**src/assert_macros.svh**
```systemverilog
// assertion macros for the quadratic fit block
// depends on nothing; included by files that carry concurrent checks
`ifndef ASSERT_MACROS_SVH
`define ASSERT_MACROS_SVH
`ifndef NO_ASSERTIONS
// antecedent implies consequent in the same cycle
`define ASSERT_IMP(lbl, clk, rst_n, ante, cons, msg) \
    lbl: assert property (@(posedge clk) disable iff (!rst_n) (ante) |-> (cons)) \
        else $error(msg);
// antecedent implies consequent in the next cycle
`define ASSERT_NXT(lbl, clk, rst_n, ante, cons, msg) \
    lbl: assert property (@(posedge clk) disable iff (!rst_n) (ante) |=> (cons)) \
        else $error(msg);
`else
`define ASSERT_IMP(lbl, clk, rst_n, ante, cons, msg)
`define ASSERT_NXT(lbl, clk, rst_n, ante, cons, msg)
`endif
`endif

```
**src/qlsf_pkg.sv**
```systemverilog
// shared constants, types and solve microprogram for the quadratic fit
// depends on nothing
package qlsf_pkg;

    localparam int MAX_POINTS = 256;
    localparam int X_BITS     = 12;
    localparam int Y_BITS     = 24;
    localparam int CNT_W      = 9;
    localparam int LIMB_W     = 32;
    localparam int LIMBS      = 8;
    localparam int WIDE_W     = LIMB_W * LIMBS;
    localparam int LIMB_IDX_W = $clog2(LIMBS);
    localparam int FRAC_SHIFT = 24;
    localparam int SLOT_W     = 5;
    localparam int RAM_AW     = SLOT_W + LIMB_IDX_W;
    localparam int RAM_DEPTH  = 1 << RAM_AW;
    localparam int MUL_IN_W   = LIMB_W + 1;
    localparam int MUL_OUT_W  = 2 * MUL_IN_W;
    localparam int COL_W      = 2 * LIMB_W + 8;
    localparam int COEF_W     = 64;
    localparam int DIV_CNT_W  = $clog2(WIDE_W);

    localparam int SUM_X_W   = 21;
    localparam int SUM_X2_W  = 33;
    localparam int SUM_X3_W  = 45;
    localparam int SUM_X4_W  = 57;
    localparam int SUM_Y_W   = 33;
    localparam int SUM_XY_W  = 45;
    localparam int SUM_X2Y_W = 57;

    localparam int IN_DATA_W  = 40;
    localparam int OUT_DATA_W = 208;
    localparam int OUT_USER_W = 2;

    localparam int PROG_LEN = 47;
    localparam int PC_W     = 6;

    // slots of the limb memory, eight limbs each
    localparam logic [SLOT_W-1:0] SL_S00 = 5'd0;
    localparam logic [SLOT_W-1:0] SL_S10 = 5'd1;
    localparam logic [SLOT_W-1:0] SL_S20 = 5'd2;
    localparam logic [SLOT_W-1:0] SL_S30 = 5'd3;
    localparam logic [SLOT_W-1:0] SL_S40 = 5'd4;
    localparam logic [SLOT_W-1:0] SL_S01 = 5'd5;
    localparam logic [SLOT_W-1:0] SL_S11 = 5'd6;
    localparam logic [SLOT_W-1:0] SL_S21 = 5'd7;
    localparam logic [SLOT_W-1:0] SL_M0  = 5'd8;
    localparam logic [SLOT_W-1:0] SL_M1  = 5'd9;
    localparam logic [SLOT_W-1:0] SL_M2  = 5'd10;
    localparam logic [SLOT_W-1:0] SL_DEN = 5'd11;
    localparam logic [SLOT_W-1:0] SL_NC  = 5'd12;
    localparam logic [SLOT_W-1:0] SL_NB  = 5'd13;
    localparam logic [SLOT_W-1:0] SL_NA  = 5'd14;
    localparam logic [SLOT_W-1:0] SL_T0  = 5'd15;
    localparam logic [SLOT_W-1:0] SL_T1  = 5'd16;
    localparam logic [SLOT_W-1:0] SL_T2  = 5'd17;
    localparam logic [SLOT_W-1:0] SL_X0  = 5'd18;
    localparam logic [SLOT_W-1:0] SL_X1  = 5'd19;
    localparam logic [SLOT_W-1:0] SL_X2  = 5'd20;

    typedef enum logic [1:0] {
        OP_MUL = 2'd0,
        OP_ADD = 2'd1,
        OP_SUB = 2'd2
    } t_op;

    typedef struct packed {
        t_op               op;
        logic [SLOT_W-1:0] d;
        logic [SLOT_W-1:0] a;
        logic [SLOT_W-1:0] b;
    } t_uop;

    typedef enum logic [13:0] {
        ST_IDLE  = 14'h0001,
        ST_ACC   = 14'h0002,
        ST_LOAD  = 14'h0004,
        ST_FETCH = 14'h0008,
        ST_MRD   = 14'h0010,
        ST_MWT   = 14'h0020,
        ST_MACC  = 14'h0040,
        ST_ARD   = 14'h0080,
        ST_AWT   = 14'h0100,
        ST_LRD   = 14'h0200,
        ST_LWT   = 14'h0400,
        ST_DGO   = 14'h0800,
        ST_DWAIT = 14'h1000,
        ST_FIN   = 14'h2000
    } t_state;

    function automatic t_uop mk(input t_op i_op, input logic [SLOT_W-1:0] i_d,
                                input logic [SLOT_W-1:0] i_a,
                                input logic [SLOT_W-1:0] i_b);
        t_uop u;
        u.op = i_op;
        u.d  = i_d;
        u.a  = i_a;
        u.b  = i_b;
        return u;
    endfunction

    // cramer solve: minors, determinant, then the three numerators
    function automatic t_uop prog_rom(input logic [PC_W-1:0] pc);
        t_uop u;
        case (pc)
            6'd0:  u = mk(OP_MUL, SL_T0, SL_S20, SL_S40);
            6'd1:  u = mk(OP_MUL, SL_T1, SL_S30, SL_S30);
            6'd2:  u = mk(OP_SUB, SL_M0, SL_T0, SL_T1);
            6'd3:  u = mk(OP_MUL, SL_T0, SL_S10, SL_S40);
            6'd4:  u = mk(OP_MUL, SL_T1, SL_S20, SL_S30);
            6'd5:  u = mk(OP_SUB, SL_M1, SL_T0, SL_T1);
            6'd6:  u = mk(OP_MUL, SL_T0, SL_S10, SL_S30);
            6'd7:  u = mk(OP_MUL, SL_T1, SL_S20, SL_S20);
            6'd8:  u = mk(OP_SUB, SL_M2, SL_T0, SL_T1);
            6'd9:  u = mk(OP_MUL, SL_T0, SL_S00, SL_M0);
            6'd10: u = mk(OP_MUL, SL_T1, SL_S10, SL_M1);
            6'd11: u = mk(OP_SUB, SL_T2, SL_T0, SL_T1);
            6'd12: u = mk(OP_MUL, SL_T0, SL_S20, SL_M2);
            6'd13: u = mk(OP_ADD, SL_DEN, SL_T2, SL_T0);
            6'd14: u = mk(OP_MUL, SL_T0, SL_S01, SL_M0);
            6'd15: u = mk(OP_MUL, SL_T1, SL_S11, SL_M1);
            6'd16: u = mk(OP_SUB, SL_T2, SL_T0, SL_T1);
            6'd17: u = mk(OP_MUL, SL_T0, SL_S21, SL_M2);
            6'd18: u = mk(OP_ADD, SL_NC, SL_T2, SL_T0);
            6'd19: u = mk(OP_MUL, SL_T0, SL_S11, SL_S40);
            6'd20: u = mk(OP_MUL, SL_T1, SL_S30, SL_S21);
            6'd21: u = mk(OP_SUB, SL_X0, SL_T0, SL_T1);
            6'd22: u = mk(OP_MUL, SL_T0, SL_S01, SL_S40);
            6'd23: u = mk(OP_MUL, SL_T1, SL_S21, SL_S20);
            6'd24: u = mk(OP_SUB, SL_X1, SL_T0, SL_T1);
            6'd25: u = mk(OP_MUL, SL_T0, SL_S01, SL_S30);
            6'd26: u = mk(OP_MUL, SL_T1, SL_S11, SL_S20);
            6'd27: u = mk(OP_SUB, SL_X2, SL_T0, SL_T1);
            6'd28: u = mk(OP_MUL, SL_T0, SL_S00, SL_X0);
            6'd29: u = mk(OP_MUL, SL_T1, SL_S10, SL_X1);
            6'd30: u = mk(OP_SUB, SL_T2, SL_T0, SL_T1);
            6'd31: u = mk(OP_MUL, SL_T0, SL_S20, SL_X2);
            6'd32: u = mk(OP_ADD, SL_NB, SL_T2, SL_T0);
            6'd33: u = mk(OP_MUL, SL_T0, SL_S20, SL_S21);
            6'd34: u = mk(OP_MUL, SL_T1, SL_S11, SL_S30);
            6'd35: u = mk(OP_SUB, SL_X0, SL_T0, SL_T1);
            6'd36: u = mk(OP_MUL, SL_T0, SL_S10, SL_S21);
            6'd37: u = mk(OP_MUL, SL_T1, SL_S01, SL_S30);
            6'd38: u = mk(OP_SUB, SL_X1, SL_T0, SL_T1);
            6'd39: u = mk(OP_MUL, SL_T0, SL_S10, SL_S11);
            6'd40: u = mk(OP_MUL, SL_T1, SL_S01, SL_S20);
            6'd41: u = mk(OP_SUB, SL_X2, SL_T0, SL_T1);
            6'd42: u = mk(OP_MUL, SL_T0, SL_S00, SL_X0);
            6'd43: u = mk(OP_MUL, SL_T1, SL_S10, SL_X1);
            6'd44: u = mk(OP_SUB, SL_T2, SL_T0, SL_T1);
            6'd45: u = mk(OP_MUL, SL_T0, SL_S20, SL_X2);
            6'd46: u = mk(OP_ADD, SL_NA, SL_T2, SL_T0);
            default: u = mk(OP_ADD, SL_T2, SL_T2, SL_T2);
        endcase
        return u;
    endfunction

endpackage

```
**src/qlsf_div.sv**
```systemverilog
// restoring long divider, one quotient bit per cycle
// depends on qlsf_pkg
module qlsf_div (
    input  logic                         i_clk,
    input  logic                         i_rst_n,
    input  logic                         i_start,
    input  logic [qlsf_pkg::WIDE_W-1:0]  i_num,
    input  logic [qlsf_pkg::WIDE_W-1:0]  i_den,
    output logic                         o_done,
    output logic [qlsf_pkg::WIDE_W-1:0]  o_quot
);
    import qlsf_pkg::*;

    logic                 r_busy;
    logic                 r_done;
    logic [DIV_CNT_W-1:0] r_cnt;
    logic [WIDE_W-1:0]    r_n;
    logic [WIDE_W-1:0]    r_d;
    logic [WIDE_W-1:0]    r_rem;
    logic [WIDE_W-1:0]    r_q;
    logic [WIDE_W-1:0]    rem_sh;
    logic [WIDE_W-1:0]    n_rem;
    logic                 ge;

    always_comb begin
        rem_sh = {r_rem[WIDE_W-2:0], r_n[WIDE_W-1]};
        ge     = (rem_sh >= r_d);
        n_rem  = ge ? (rem_sh - r_d) : rem_sh;
    end

    always_ff @(posedge i_clk) begin
        if (!i_rst_n) begin
            r_busy <= 1'b0;
            r_done <= 1'b0;
        end else begin
            r_done <= 1'b0;
            if (i_start) begin
                r_busy <= 1'b1;
                r_cnt  <= '1;
                r_n    <= i_num;
                r_d    <= i_den;
                r_rem  <= '0;
                r_q    <= '0;
            end else if (r_busy) begin
                r_rem <= n_rem;
                r_q   <= {r_q[WIDE_W-2:0], ge};
                r_n   <= {r_n[WIDE_W-2:0], 1'b0};
                r_cnt <= r_cnt - 1'b1;
                if (r_cnt == '0) begin
                    r_busy <= 1'b0;
                    r_done <= 1'b1;
                end
            end
        end
    end

    assign o_done = r_done;
    assign o_quot = r_q;
endmodule

```
**config.mk**
```make
export PLATFORM = sky130hd
export DESIGN_NAME = qlsf_div
export DESIGN_NICKNAME = d
export VERILOG_FILES = /design/src/assert_macros.svh /design/src/qlsf_pkg.sv /design/src/qlsf_div.sv
export SDC_FILE = /design/constraint.sdc
export NUM_CORES = 2
export LEC_CHECK = 0
export BUFFER_PORTS_ARGS = -buffer_cell sky130_fd_sc_hd__buf_2
export CAP_MARGIN = 20
export CORE_UTILIZATION = 64
export CTS_CLUSTER_SIZE = 14
export DETAILED_ROUTE_END_ITERATION = 6
export PLACE_DENSITY = 0.95
export SLEW_MARGIN = 20
export SYNTH_ARGS = -nofsm -noshare
export SYNTH_HDL_FRONTEND = slang
export SYNTH_SLANG_ARGS = --single-unit
export TNS_END_PERCENT = 5
```
**constraint.sdc**
```tcl
create_clock -name i_clk -period 64.5 [get_ports i_clk]
set_input_delay 6.45 -clock i_clk [delete_from_list [all_inputs] [get_ports i_clk]]
set_output_delay 6.45 -clock i_clk [all_outputs]
set_load 0.01 [all_outputs]
```
==> qor.yml <==
outcome:
  status: "finished with violations"
  failed_checks: "DRC"
setup_path:
  r2r_start: "r_n[255]$_DFFE_PP_"
  required_ns: 64.99
  cp.arrival_ns: 11.02
  crit_type: "in -> reg"
  crit_chain: "buf_8, buf_4, buf_4, buf_4, buf_4, mux2_2"
  cp_common_cell: "buf_4"
  critPathMaxStageDelay_ns: 0.91
  rrSetupSlack_ns: 57.71
  r2r_end: "r_rem[31]$_SDFFCE_PP0P_"
  slowest_stage: "buf_4"
  cp-end-kind: "register"
  rr_worst_depth: 18
  cp_max_fo: 87
  start_kind: "input pin"
sta:
  setup_viol: 0
  tightest_slew_ns: 1.222
  min_period_over_period: 0.1633
  fin_crit_ns: 10.53
  max-slew-margin-rel: 0.1833
  drv_slew: 0
  tns_ns: 0
  hold_viol: 0
  clock-skew-final_ns: 0.06150
  whs_ns: 0.4820
  finalWorstSetupSlack_ns: 53.97
  rsz0062_at_grt: "false"
  fmax_mhz: 94.95
die:
  die_h_um: 307.4
  die_area_um2: 94490
  coreArea_um2: 92080
  floorplan.io_pins: 772
  rows: 111
  initial_core_util: 0.6483
  die_w_um: 307.4
grt:
  grt.overflow.total: 0
  antenna_found_initial: 66
  grt_pass1_vias: 48530
  grt_max_degree: 172
  track_usage: 0.4015
  grt_pass1_wl_mm: 288.9
logic_synthesis:
  synth_cells: 5753
  ys.flop_type: "edfxtp_1"
  synth_edf_count: 1031
  yosysSeqAreaShare: 0.5193
  ys_warn_count: 0
  ys_ff_latch: 1033
  async_reset_ff_frac: 0
  synth_nets: 6527
  ys_types: 96
  syn-cell-area_um2: 59690
  syn_area_per_cell_um2: 10.38
route:
  vias: 51100
  via_per_inst: 6.576
  drt_wl_total_mm: 199.1
  drtAntennaViolNets: 0
  remaining_drc_errors: 1
  drt_iter0_markers: 7021
  dr.pass1.iters: 7
  avgRoutedWirePerCell_um: 25.63
cts:
  cts_made_buffers: 105
  clock_path_buffers: 3
  cts_max_level: 3
  cts_resized: 0
  cts.clk_slew.worst_paths_ns: 0.07
  clock_latency_ns: 0.74
  post-cts-setup-buffers: 0
  clock_sinks: 1033
  cts_root_buf: "clkbuf_16"
  cts_hold_buf: 0
  cts_tree: "yes"
layout:
  multi_input_comb_area_um2: 26180
  finish.net_count: 7147
  fillers: 6055
  fin_util: 0.7372
  fin_cells: 7770
  regArea_um2: 31000
  syn_to_final_growth_pct: 13.72
  drive_above_1_share: 0.1968
flow_run:
  maxCapViolCount: 0
min_path:
  whs_endpoint: "o_done$_SDFF_PP0_"
  hold_path_depth: 2
  hold_class: "reg -> reg"
  hold_start: "r_busy$_SDFF_PN0_"
placed_design:
  dp_slack_ns: 53.46
  dp_cells: 7509
  dp_hpwl_mm: 140.8
  gp_congestion: 1.064
  io_buffers: 771
power_and_ir_drop:
  peakVddDrop_v: 0.00002764
  power_density_nw_per_um2: 29.00
  power_leakage_nw: 26.76
## cells in the mapped netlist (65+ instances only)
library cell  count  area [um^2]
a211oi_1         77        578.1
a21o_1          135         1013
a21oi_1         658         3293
buf_2            82        410.4
clkbuf_1        194        728.2
edfxtp_1       1031        30960
ha_1            258         3228
inv_1           361         1355
mux2_2          255         2872
nand2_1         666         2500
nand3_1          65        325.3
nand4_1         158        988.5
nor2_1          366         1374
nor2b_1         268         1677
nor3_1           85        425.4
o21ai_0         286         1431
o21bai_1        101        758.2
xnor2_1         146         1279
xor2_1           87        762.0
## per-layer routing
metal	wire length (um)	part of all wire	global-route usage
met3	23130	0.12	0.09848
met5	207	0.0010	0
met1	71870	0.36	0.5084
met4	14420	0.072	0.2388
met2	89520	0.45	0.6269
## state kept, by name, summed over array words and instances, names as in the netlist
name and count:
o_done 1, r_cnt 8, r_busy 1, r_n 256
o_quot 256, r_d 256, r_rem 255
## report_power, final
| part | switching [W] | internal [W] |
|---|---|---|
| registers | 0.0000287 | 0.000805 |
| logic | 0.000327 | 0.000171 |
| clock network | 0.000283 | 0.000355 |
| total | 0.000639 | 0.00133 |
## how the worst max path moves through the flow
stage          depth (start not counted)                      end     from
2_1_floorplan                          4  o_quot[0]$_SDFFCE_PP0P_  i_start
3_3_place_gp                           6        r_n[85]$_DFFE_PP_  i_start
3_5_place_dp                           6        r_n[64]$_DFFE_PP_  i_start
4_1_cts                                6       r_n[107]$_DFFE_PP_  i_start
5_1_grt                                6        r_n[97]$_DFFE_PP_  i_start
6_report                               6        r_n[97]$_DFFE_PP_  i_start
## logic make-up after synthesis
logic type	Yosys count	share of synthesized area
simple gates	1785	0.1425
compound gates	1538	0.1586
flops	1033	0.5193
buf+inv	648	0.04255
fa+ha+maj	259	0.05441
mux	257	0.04844
xor+xnor	233	0.03419
## through the flow
step,area [um^2],total power [W]
floorplan,59690,0.001191
global placement,64200,0.001297
detailed placement,64200,0.001313
CTS,67710,0.001944
global route,67850,0.002028
finish,67880,0.001969
## placed cells by master (no fill, tap or decap), drive strengths merged, types with 10 or more instances in the layout
cell | synthesis | layout
a21boi | 21 | 21
a21oi | 661 | 661
o31ai | 27 | 27
buf | 91 | 799
a211oi | 81 | 81
bufinv | 0 | 10
nor4 | 35 | 35
xor2 | 87 | 87
clkbuf | 195 | 143
o21ai | 294 | 294
nand3 | 65 | 65
mux2 | 255 | 255
inv | 361 | 368
a21o | 135 | 135
nor3 | 89 | 89
and2 | 18 | 18
nand4 | 158 | 158
a221oi | 19 | 19
o211ai | 18 | 18
ha | 258 | 258
nor2b | 268 | 268
clkinv | 1 | 32
nand2b | 21 | 21
a31oi | 33 | 33
o21a | 41 | 41
and3 | 27 | 27
or3 | 21 | 21
nor2 | 368 | 368
nand2 | 667 | 667
or2 | 21 | 21
o41ai | 10 | 10
edfxtp | 1031 | 1031
o21bai | 101 | 101
xnor2 | 146 | 146
diode | 0 | 65
## worst max-delay path: cells and delay by family
family	cells	cell delay (ns)
buffers and inverters	5	3.84
muxes	1	0.46
## area by class of cell
cell class,count,area share
Sequential cell,1033,0.4567
Multi-Input combinational cell,4072,0.3856
Timing Repair Buffer,799,0.06057
Clock buffer,143,0.04215
Tap cell,1243,0.02291
Inverter,362,0.02002
Clock inverter,53,0.009677
Antenna cell,65,0.002396
Note: power is estimated with default switching activity, not from simulation.
